### src/rtl/core/whb_pkg.sv
// Shared types and constants of the weighted histogram binner.
// Depends on nothing; every module of the block refers to it by scoped names.
package whb_pkg;

  // Built depth of the bin store and derived widths
  localparam int unsigned MaxBins = 64;
  localparam int unsigned IdxW    = (MaxBins > 1) ? $clog2(MaxBins) : 1;
  // Quotient bits resolved: the index bits plus one overflow bit
  localparam int unsigned QuotW   = IdxW + 1;
  localparam int unsigned CntW    = $clog2(QuotW + 1);

  localparam int unsigned LabelW  = 32;
  localparam int unsigned WeightW = 32;
  localparam int unsigned WidthW  = 31;
  localparam int unsigned CountW  = 7;
  localparam int unsigned TotalW  = 48;
  localparam int unsigned OutIdxW = 6;
  localparam int unsigned CfgIdxW = 2;
  localparam int unsigned CfgDatW = 32;
  // Divisor register width: the bin width plus the quotient bits
  localparam int unsigned DivW    = WidthW + QuotW;
  // Width used to compare the quotient against the bin count
  localparam int unsigned CmpW    = (QuotW > CountW) ? QuotW : CountW;

  // Configuration register indexes
  localparam logic [CfgIdxW-1:0] CfgBinCount   = 2'd0;
  localparam logic [CfgIdxW-1:0] CfgRangeStart = 2'd1;
  localparam logic [CfgIdxW-1:0] CfgBinWidth   = 2'd2;

  localparam logic [CountW-1:0] ResetBinCount = 7'd64;
  localparam logic [WidthW-1:0] ResetBinWidth = 31'd65536;

  typedef enum logic [1:0] {
    StIdle,
    StDiv,
    StUpd
  } whb_state_e;

  typedef struct packed {
    logic             done;
    logic [QuotW-1:0] quot;
  } whb_div_res_t;

  typedef struct packed {
    logic              sat;
    logic [TotalW-1:0] total;
  } whb_acc_res_t;

endpackage

### src/rtl/core/whb_divider.sv
// Serial quotient unit: resolves one quotient bit per cycle, most significant first.
// Depends on whb_pkg.
module whb_divider (
  input  logic                                clk_i,
  input  logic                                rst_ni,
  input  logic                                start_i,
  input  logic [whb_pkg::LabelW-1:0]          dividend_i,
  input  logic [whb_pkg::WidthW-1:0]          divisor_i,
  output whb_pkg::whb_div_res_t               res_o
);

  logic                         active_q, active_d;
  logic [whb_pkg::CntW-1:0]     cnt_q, cnt_d;
  logic [whb_pkg::LabelW-1:0]   rem_q, rem_d;
  logic [whb_pkg::DivW-1:0]     div_q, div_d;
  logic [whb_pkg::QuotW-1:0]    quot_q, quot_d;
  logic [whb_pkg::DivW-1:0]     rem_ext;
  logic [whb_pkg::DivW-1:0]     diff;
  logic                         fits;

  assign rem_ext = {{(whb_pkg::DivW - whb_pkg::LabelW){1'b0}}, rem_q};
  assign fits    = (rem_ext >= div_q);
  assign diff    = rem_ext - div_q;

  always_comb begin
    active_d = active_q;
    cnt_d    = cnt_q;
    rem_d    = rem_q;
    div_d    = div_q;
    quot_d   = quot_q;
    if (start_i) begin
      active_d = 1'b1;
      cnt_d    = whb_pkg::CntW'(whb_pkg::QuotW);
      rem_d    = dividend_i;
      div_d    = {divisor_i, {whb_pkg::QuotW{1'b0}}} >> 1;
      quot_d   = '0;
    end else if (active_q) begin
      if (cnt_q != '0) begin
        // one restoring step: subtract when the shifted divisor fits
        if (fits) begin
          rem_d = diff[whb_pkg::LabelW-1:0];
        end
        quot_d = {quot_q[whb_pkg::QuotW-2:0], fits};
        div_d  = div_q >> 1;
        cnt_d  = cnt_q - 1'b1;
      end else begin
        active_d = 1'b0;
      end
    end
  end

  always_ff @(posedge clk_i or negedge rst_ni) begin
    if (!rst_ni) begin
      active_q <= 1'b0;
      cnt_q    <= '0;
    end else begin
      active_q <= active_d;
      cnt_q    <= cnt_d;
    end
  end

  always_ff @(posedge clk_i) begin
    rem_q  <= rem_d;
    div_q  <= div_d;
    quot_q <= quot_d;
  end

  assign res_o.done = active_q && (cnt_q == '0);
  assign res_o.quot = quot_q;

endmodule

### src/rtl/core/whb_bin_acc.sv
// Bin total store with registered read and saturating accumulate on write-back.
// Depends on whb_pkg.
module whb_bin_acc (
  input  logic                          clk_i,
  input  logic                          rst_ni,
  input  logic                          rd_en_i,
  input  logic [whb_pkg::IdxW-1:0]      rd_addr_i,
  input  logic [whb_pkg::WeightW-1:0]   weight_i,
  input  logic                          wr_en_i,
  output whb_pkg::whb_acc_res_t         acc_o
);

  logic [whb_pkg::TotalW-1:0] mem_q [whb_pkg::MaxBins];
  logic [whb_pkg::MaxBins-1:0] valid_q;
  logic [whb_pkg::TotalW-1:0] rdata_q;
  logic                       rvalid_q;
  logic [whb_pkg::IdxW-1:0]   addr_q;
  logic [whb_pkg::TotalW-1:0] cur_total;
  logic [whb_pkg::TotalW:0]   sum;

  // entries never written read as zero
  assign cur_total = rvalid_q ? rdata_q : '0;
  assign sum = {1'b0, cur_total}
             + {{(whb_pkg::TotalW + 1 - whb_pkg::WeightW){1'b0}}, weight_i};

  assign acc_o.sat   = sum[whb_pkg::TotalW];
  assign acc_o.total = sum[whb_pkg::TotalW] ? {whb_pkg::TotalW{1'b1}}
                                            : sum[whb_pkg::TotalW-1:0];

  always_ff @(posedge clk_i) begin
    if (rd_en_i) begin
      rdata_q <= mem_q[rd_addr_i];
      addr_q  <= rd_addr_i;
    end
    if (wr_en_i) begin
      mem_q[addr_q] <= acc_o.total;
    end
  end

  always_ff @(posedge clk_i or negedge rst_ni) begin
    if (!rst_ni) begin
      valid_q  <= '0;
      rvalid_q <= 1'b0;
    end else begin
      if (rd_en_i) begin
        rvalid_q <= valid_q[rd_addr_i];
      end
      if (wr_en_i) begin
        valid_q[addr_q] <= 1'b1;
      end
    end
  end

endmodule

### src/rtl/core/weighted_histogram_binner_core.sv
// Top level of the weighted histogram binner: configuration, control and result register.
// Depends on whb_pkg, whb_divider and whb_bin_acc.
//
// Usage
//   Input channel (in_valid_i/in_ready_o) takes one request: a signed Q16.16
//   label and an unsigned Q16.16 weight. The label picks the equal-width bin
//   floor((label - range_start) / bin_width); the weight is added to that
//   bin's 48-bit total, which clips at all ones and flags saturated.
//   Output channel (out_valid_o/out_ready_i) returns one result per request:
//   in_range, bin_index, the new bin_total and saturated (all zero when the
//   label falls outside the bins in use).
//   Configuration channel (cfg_valid_i/cfg_ready_o) is always ready; index 0
//   bin_count, 1 range_start, 2 bin_width, other indexes are ignored.
// Timing
//   One request at a time. After acceptance the serial divider resolves one
//   quotient bit per cycle (index bits plus one overflow bit), then the bin is
//   read into a register and the write-back step writes it back and loads the
//   result register, which sets out_valid_o. A new request is taken only once
//   the control is back in idle.
// Reset and stall
//   Reset clears all bin totals (per-bin valid flags, no sweep), loads the
//   default registers and empties the result register. A stalled receiver
//   holds the result; the next request is still taken and worked on, and it
//   waits in the write-back step until the result register is free.
module weighted_histogram_binner_core (
  input  logic                          clk_i,
  input  logic                          rst_ni,
  input  logic                          in_valid_i,
  output logic                          in_ready_o,
  input  logic [whb_pkg::LabelW-1:0]    label_i,
  input  logic [whb_pkg::WeightW-1:0]   weight_i,
  output logic                          out_valid_o,
  input  logic                          out_ready_i,
  output logic                          in_range_o,
  output logic [whb_pkg::OutIdxW-1:0]   bin_index_o,
  output logic [whb_pkg::TotalW-1:0]    bin_total_o,
  output logic                          saturated_o,
  input  logic                          cfg_valid_i,
  output logic                          cfg_ready_o,
  input  logic [whb_pkg::CfgIdxW-1:0]   cfg_index_i,
  input  logic [whb_pkg::CfgDatW-1:0]   cfg_data_i
);

  whb_pkg::whb_state_e state_q, state_d;

  // configuration registers
  logic [whb_pkg::CountW-1:0]  bin_count_q;
  logic [whb_pkg::LabelW-1:0]  range_start_q;
  logic [whb_pkg::WidthW-1:0]  bin_width_q;

  // request context held while the quotient is resolved
  logic [whb_pkg::WeightW-1:0] weight_q;
  logic                        neg_q;
  logic                        hit_q, hit_d;
  logic [whb_pkg::CmpW-1:0]    idx_q, idx_d;

  // result register
  logic                        out_valid_q, out_valid_d;
  logic                        in_range_q;
  logic [whb_pkg::OutIdxW-1:0] bin_index_q;
  logic [whb_pkg::TotalW-1:0]  bin_total_q;
  logic                        saturated_q;

  logic                        in_acc;
  logic                        out_free;
  logic [whb_pkg::LabelW:0]    diff_ext;
  logic [whb_pkg::CmpW-1:0]    used;
  logic [whb_pkg::CmpW-1:0]    quot_ext;
  logic                        div_start;
  logic                        rd_en;
  logic                        wr_en;
  logic                        load_out;
  whb_pkg::whb_div_res_t       div_res;
  whb_pkg::whb_acc_res_t       acc_res;

  assign in_acc   = in_valid_i && in_ready_o;
  assign out_free = !out_valid_q || out_ready_i;

  // label minus start at one extra bit; the top bit marks a label below the start
  assign diff_ext = {label_i[whb_pkg::LabelW-1], label_i}
                  - {range_start_q[whb_pkg::LabelW-1], range_start_q};

  // bins in use, clipped to the built depth
  assign used = ({{(whb_pkg::CmpW - whb_pkg::CountW){1'b0}}, bin_count_q}
                 > whb_pkg::CmpW'(whb_pkg::MaxBins))
              ? whb_pkg::CmpW'(whb_pkg::MaxBins)
              : {{(whb_pkg::CmpW - whb_pkg::CountW){1'b0}}, bin_count_q};

  assign quot_ext = {{(whb_pkg::CmpW - whb_pkg::QuotW){1'b0}}, div_res.quot};

  whb_divider u_div (
    .clk_i      (clk_i),
    .rst_ni     (rst_ni),
    .start_i    (div_start),
    .dividend_i (diff_ext[whb_pkg::LabelW-1:0]),
    .divisor_i  (bin_width_q),
    .res_o      (div_res)
  );

  whb_bin_acc u_acc (
    .clk_i     (clk_i),
    .rst_ni    (rst_ni),
    .rd_en_i   (rd_en),
    .rd_addr_i (div_res.quot[whb_pkg::IdxW-1:0]),
    .weight_i  (weight_q),
    .wr_en_i   (wr_en),
    .acc_o     (acc_res)
  );

  // control: accept, divide and read the bin, then write back and load the result
  always_comb begin
    state_d     = state_q;
    in_ready_o  = 1'b0;
    div_start   = 1'b0;
    rd_en       = 1'b0;
    wr_en       = 1'b0;
    load_out    = 1'b0;
    hit_d       = hit_q;
    idx_d       = idx_q;
    out_valid_d = out_valid_q && !out_ready_i;
    unique case (state_q)
      whb_pkg::StIdle: begin
        in_ready_o = 1'b1;
        if (in_valid_i) begin
          div_start = 1'b1;
          state_d   = whb_pkg::StDiv;
        end
      end
      whb_pkg::StDiv: begin
        if (div_res.done) begin
          // a zero width yields an all-ones quotient, so it is caught too
          hit_d   = !neg_q && (bin_width_q != '0) && (quot_ext < used);
          idx_d   = quot_ext;
          rd_en   = hit_d;
          state_d = whb_pkg::StUpd;
        end
      end
      whb_pkg::StUpd: begin
        if (out_free) begin
          wr_en       = hit_q;
          load_out    = 1'b1;
          out_valid_d = 1'b1;
          state_d     = whb_pkg::StIdle;
        end
      end
      default: begin
        state_d = whb_pkg::StIdle;
      end
    endcase
  end

  always_ff @(posedge clk_i or negedge rst_ni) begin
    if (!rst_ni) begin
      state_q     <= whb_pkg::StIdle;
      out_valid_q <= 1'b0;
    end else begin
      state_q     <= state_d;
      out_valid_q <= out_valid_d;
    end
  end

  // configuration writes, taken in any cycle
  assign cfg_ready_o = 1'b1;

  always_ff @(posedge clk_i or negedge rst_ni) begin
    if (!rst_ni) begin
      bin_count_q   <= whb_pkg::ResetBinCount;
      range_start_q <= '0;
      bin_width_q   <= whb_pkg::ResetBinWidth;
    end else if (cfg_valid_i) begin
      unique case (cfg_index_i)
        whb_pkg::CfgBinCount:   bin_count_q   <= cfg_data_i[whb_pkg::CountW-1:0];
        whb_pkg::CfgRangeStart: range_start_q <= cfg_data_i[whb_pkg::LabelW-1:0];
        whb_pkg::CfgBinWidth:   bin_width_q   <= cfg_data_i[whb_pkg::WidthW-1:0];
        default: ;
      endcase
    end
  end

  // request context and result payload
  always_ff @(posedge clk_i) begin
    if (in_acc) begin
      weight_q <= weight_i;
      neg_q    <= diff_ext[whb_pkg::LabelW];
    end
    hit_q <= hit_d;
    idx_q <= idx_d;
    if (load_out) begin
      in_range_q  <= hit_q;
      bin_index_q <= hit_q ? idx_q[whb_pkg::OutIdxW-1:0] : '0;
      bin_total_q <= hit_q ? acc_res.total : '0;
      saturated_q <= hit_q && acc_res.sat;
    end
  end

  assign out_valid_o = out_valid_q;
  assign in_range_o  = in_range_q;
  assign bin_index_o = bin_index_q;
  assign bin_total_o = bin_total_q;
  assign saturated_o = saturated_q;

endmodule

### config.mk
export PLATFORM = sky130hd
export DESIGN_NAME = weighted_histogram_binner_core
export DESIGN_NICKNAME = d
export VERILOG_FILES = /design/src/rtl/core/whb_pkg.sv /design/src/rtl/core/whb_divider.sv /design/src/rtl/core/whb_bin_acc.sv /design/src/rtl/core/weighted_histogram_binner_core.sv
export SDC_FILE = /design/constraint.sdc
export NUM_CORES = 2
export LEC_CHECK = 0
export BUFFER_PORTS_ARGS = -buffer_cell sky130_fd_sc_hd__buf_2
export CAP_MARGIN = 30
export CORE_MARGIN = 4
export CORE_UTILIZATION = 53
export CTS_BUF_LIST = sky130_fd_sc_hd__clkbuf_16
export CTS_CLUSTER_DIAMETER = 150
export DETAILED_ROUTE_END_ITERATION = 8
export PLACE_DENSITY = 0.65
export SYNTH_ARGS = -nofsm -noshare
export SYNTH_HDL_FRONTEND = slang
export SYNTH_HIERARCHICAL = 1
export SYNTH_SLANG_ARGS = --single-unit
### constraint.sdc
create_clock -name clk_i -period 21 [get_ports clk_i]
set_clock_uncertainty 0.1 [all_clocks]
set_input_delay 2.1 -clock clk_i [delete_from_list [all_inputs] [get_ports clk_i]]
set_output_delay 2.1 -clock clk_i [all_outputs]
set_load 0.02 [all_outputs]
==> metrics.yaml <==
status:
  status: "completed"
routing:
  dr.pass1.iters: 6
  drtAntennaViolNets: 0
  drt-total-wl_mm: 368
  via_count: 68700
  via_per_inst: 6.59
  route.detailed.drc: 0
  drt_first_iter_violations: 8412
  routedWlPerCell_um: 35.3
sta:
  max-slew-margin-rel_pct: 29.2
  rsz0062_at_grt: "no"
  whs_ns: 0.360
  setup_tns_ns: 0
  tightest_slew_ns: 1.06
  finalSetupViolCount: 0
  fmax_mhz: 167
  slew_violations: 0
  fin_crit_ns: 5.98
  final_hold_viol_count: 0
  worst_slack_ns: 15.02
  fin_crit_sh_pct: 28.5
logic_synthesis:
  ys.warnings.count: 6
  async_flop_share_pct: 4.13
  synth_seq_area_share_pct: 74.8
  synthXorXnorAreaFrac_pct: 0.524
  synth_compound_area_share_pct: 2.06
  synth-main-ff-cell: "edfxtp_1"
  yosys.area_share.adder_pct: 0.994
  synth_area_mm2: 0.137
  syn-num-nets: 6551
  synth_top_family_by_area: "multiplexers"
  synth_cells: 6341
  synthSimpleGateAreaFrac_pct: 2.76
  synth_mux_area_share_pct: 17.5
  yosysUniqueCellTypes: 98
  synth_enable_flop_cells: 3285
  syn_area_per_cell_um2: 21.6
  ys_seq_elements: 3440
die:
  die_w_um: 516
  io_pins: 162
  initial_core_util_pct: 53.3
  core.rowCount: 186
  die-area_mm2: 0.267
  die_y_um: 516
  core-area_mm2: 0.257
finish:
  post-route-cell-area_mm2: 0.155
  utilization_pct: 60.2
  drive_above_1_share_pct: 30.6
  nFillCells: 18000
  regArea_mm2: 0.102
  fin_nets: 6965
  final_common_cell: "edfxtp_1"
  final_cell_mix: "edfxtp_1, mux4_2, clkbuf_16"
  syn2layout_area_growth_pct: 13.0
  multi_input_area_mm2: 0.0333
cts:
  cts_tree: "yes"
  cts_buffer_depth: 4
  cts-root-buf: "clkbuf_16"
  cts_setup_buffers: 0
  cts_resized: 0
  clk_pin_slew_ns: 0.06
  cts_max_level: 5
  clock_latency_ns: 0.97
  cts_sinks: 3440
  cts_buffers: 360
  hold_buffers: 0
global_routing:
  grt.total_usage_pct: 27.8
  grt_pass1_vias: 68200
  grt_max_degree: 137
  grt_pass1_wl_mm: 522
  overflow: 0
  antenna_found_initial: 17
setup_path:
  r2r_slack_ns: 15.02
  worstPathArrival_ns: 6.49
  critPathCapture: "u_acc/mem_q[30][41]$_DFFE_PP_"
  critPathCaptureType: "flop"
  r2r_end: "u_acc/mem_q[30][41]$_DFFE_PP_"
  regToRegStartpoint: "u_acc/rvalid_q$_DFFE_PN0P_"
  cp_max_fo: 64
  startpoint: "u_acc/rvalid_q$_DFFE_PN0P_"
  worstPathRequired_ns: 21.52
  rr_worst_depth: 15
  crit_path_start_kind: "flop"
  path_class: "flop to flop"
power:
  internal-power_uw: 13900
  seq_power_share_pct: 43.7
  max-vdd-ir-drop_mv: 0.0916
  p_sw_uw: 5700
  pwr-share-clk_pct: 30.7
  powerDensity_mw_per_mm2: 127
  netSwitchingFraction_pct: 29.1
  leakagePower_uw: 0.0477
  combPwrFrac_pct: 25.6
worst_hold_path:
  hold_class: "flop to flop"
placed_design:
  gp_congestion: 0.899
  port_buffers: 160
  pre_cts_slack_ns: 14.29
  placed_area_mm2: 0.143
  hpwl_mm: 212
job:
  cap_violations: 0
critical path, cell delays in order (launching register included):
cell,delay [ns]
dfrtp_2,0.34
buf_4,0.48
and2_1,0.23
ha_1,0.20
fa_1,0.26
a211oi_1,0.10
o21ai_1,0.25
buf_4,0.20
o21bai_1,0.15
o2111ai_1,0.90
nand3_4,0.79
buf_4,0.53
nand2_1,0.11
nand2_1,0.09
mux2i_4,0.22
buf_4,0.55
cells by family after synthesis:
group / after synthesis
compound gates: 429
xor+xnor: 82
fa+ha+maj: 107
buf+inv: 418
flops: 3440
mux: 1120
other cells: 1
simple gates: 744
per-layer routing:
metal  GRT usage (%)  up-vias  wire length [um]
met5               0        -                59
met4            10.1       10             15000
met1            39.7    37100            144000
met3            4.52      632             31200
met2            44.2     3588            177000
li1                -    27400                 -
final cells by class:
| class | count | share of cell area, % |
|---|---|---|
| diodes | 13 | 0.0210 |
| clock buffers | 366 | 5.92 |
| clock inverters | 271 | 1.26 |
| inverters | 102 | 0.247 |
| multi-input cells | 2483 | 21.6 |
| flip-flops and latches | 3440 | 66.2 |
| well taps | 3384 | 2.74 |
| repair buffers | 368 | 2.02 |
stage by stage:
step | std cells | total power [uW]
final | 10400 | 19600
after global routing | 10400 | 20400
after CTS | 10400 | 19700
after detailed placement | 9771 | 13700
after global placement | 9734 | 13600
after floorplan | 6341 | 12000
worst min path at each step:
stage | start | endpoint | slack, ns | depth (start not counted)
final | u_acc/valid_q[5]$_DFFE_PN0P_ | u_acc/valid_q[5]$_DFFE_PN0P_ | 0.36 | 1
after CTS | u_acc/valid_q[5]$_DFFE_PN0P_ | u_acc/valid_q[5]$_DFFE_PN0P_ | 0.36 | 1
after detailed placement | u_acc/valid_q[5]$_DFFE_PN0P_ | u_acc/valid_q[5]$_DFFE_PN0P_ | 0.35 | 1
after floorplan | u_acc/valid_q[12]$_DFFE_PN0P_ | u_acc/valid_q[12]$_DFFE_PN0P_ | 0.33 | 1
after global routing | u_acc/valid_q[5]$_DFFE_PN0P_ | u_acc/valid_q[5]$_DFFE_PN0P_ | 0.37 | 1
after global placement | u_acc/valid_q[23]$_DFFE_PN0P_ | u_acc/valid_q[23]$_DFFE_PN0P_ | 0.35 | 1
registers in the layout (all words and copies together), names as in the netlist, 6 cells and up:
register,cells
u_div/quot_q,7
u_acc/mem_q,3072
u_acc/addr_q,6
u_acc/valid_q,64
range_start_q,32
bin_width_q,31
bin_total_o,48
bin_index_o,6
u_div/rem_q,32
u_acc/rdata_q,48
idx_q,6
weight_q,32
u_div/div_q,37
bin_count_q,7
power by group through the flow:
stage / registers (uW) / clock network, uW / logic [uW]
after floorplan: 8620 / 0 / 3430
after global placement: 8740 / 0 / 4860
after detailed placement: 8710 / 0 / 5030
after CTS: 8570 / 6120 / 5050
after global routing: 8580 / 6430 / 5360
final: 8570 / 6020 / 5030
synthesized netlist by cell type (19+ instances only):
master    number  area [um2]
edfxtp_1    3285       98600
mux2i_1       23         230
o21ai_0       88         440
and2_1        97         607
nand3_1       45         225
nor2_1       126         473
dfrtp_1      140        3500
inv_1        100         375
o31ai_1       32         240
buf_2         75         375
mux4_2      1012       22800
mux2_2        85         957
xor2_1        35         307
nand4_1       35         219
buf_1         40         150
xnor2_1       47         412
clkbuf_1     168         631
a21o_1        40         300
or2_2         67         419
a21oi_1      108         541
buf_4         19         143
nand2_1      233         875
ha_1         104        1300
nor3_1        28         140
Note: power is estimated with default switching activity, not from simulation.
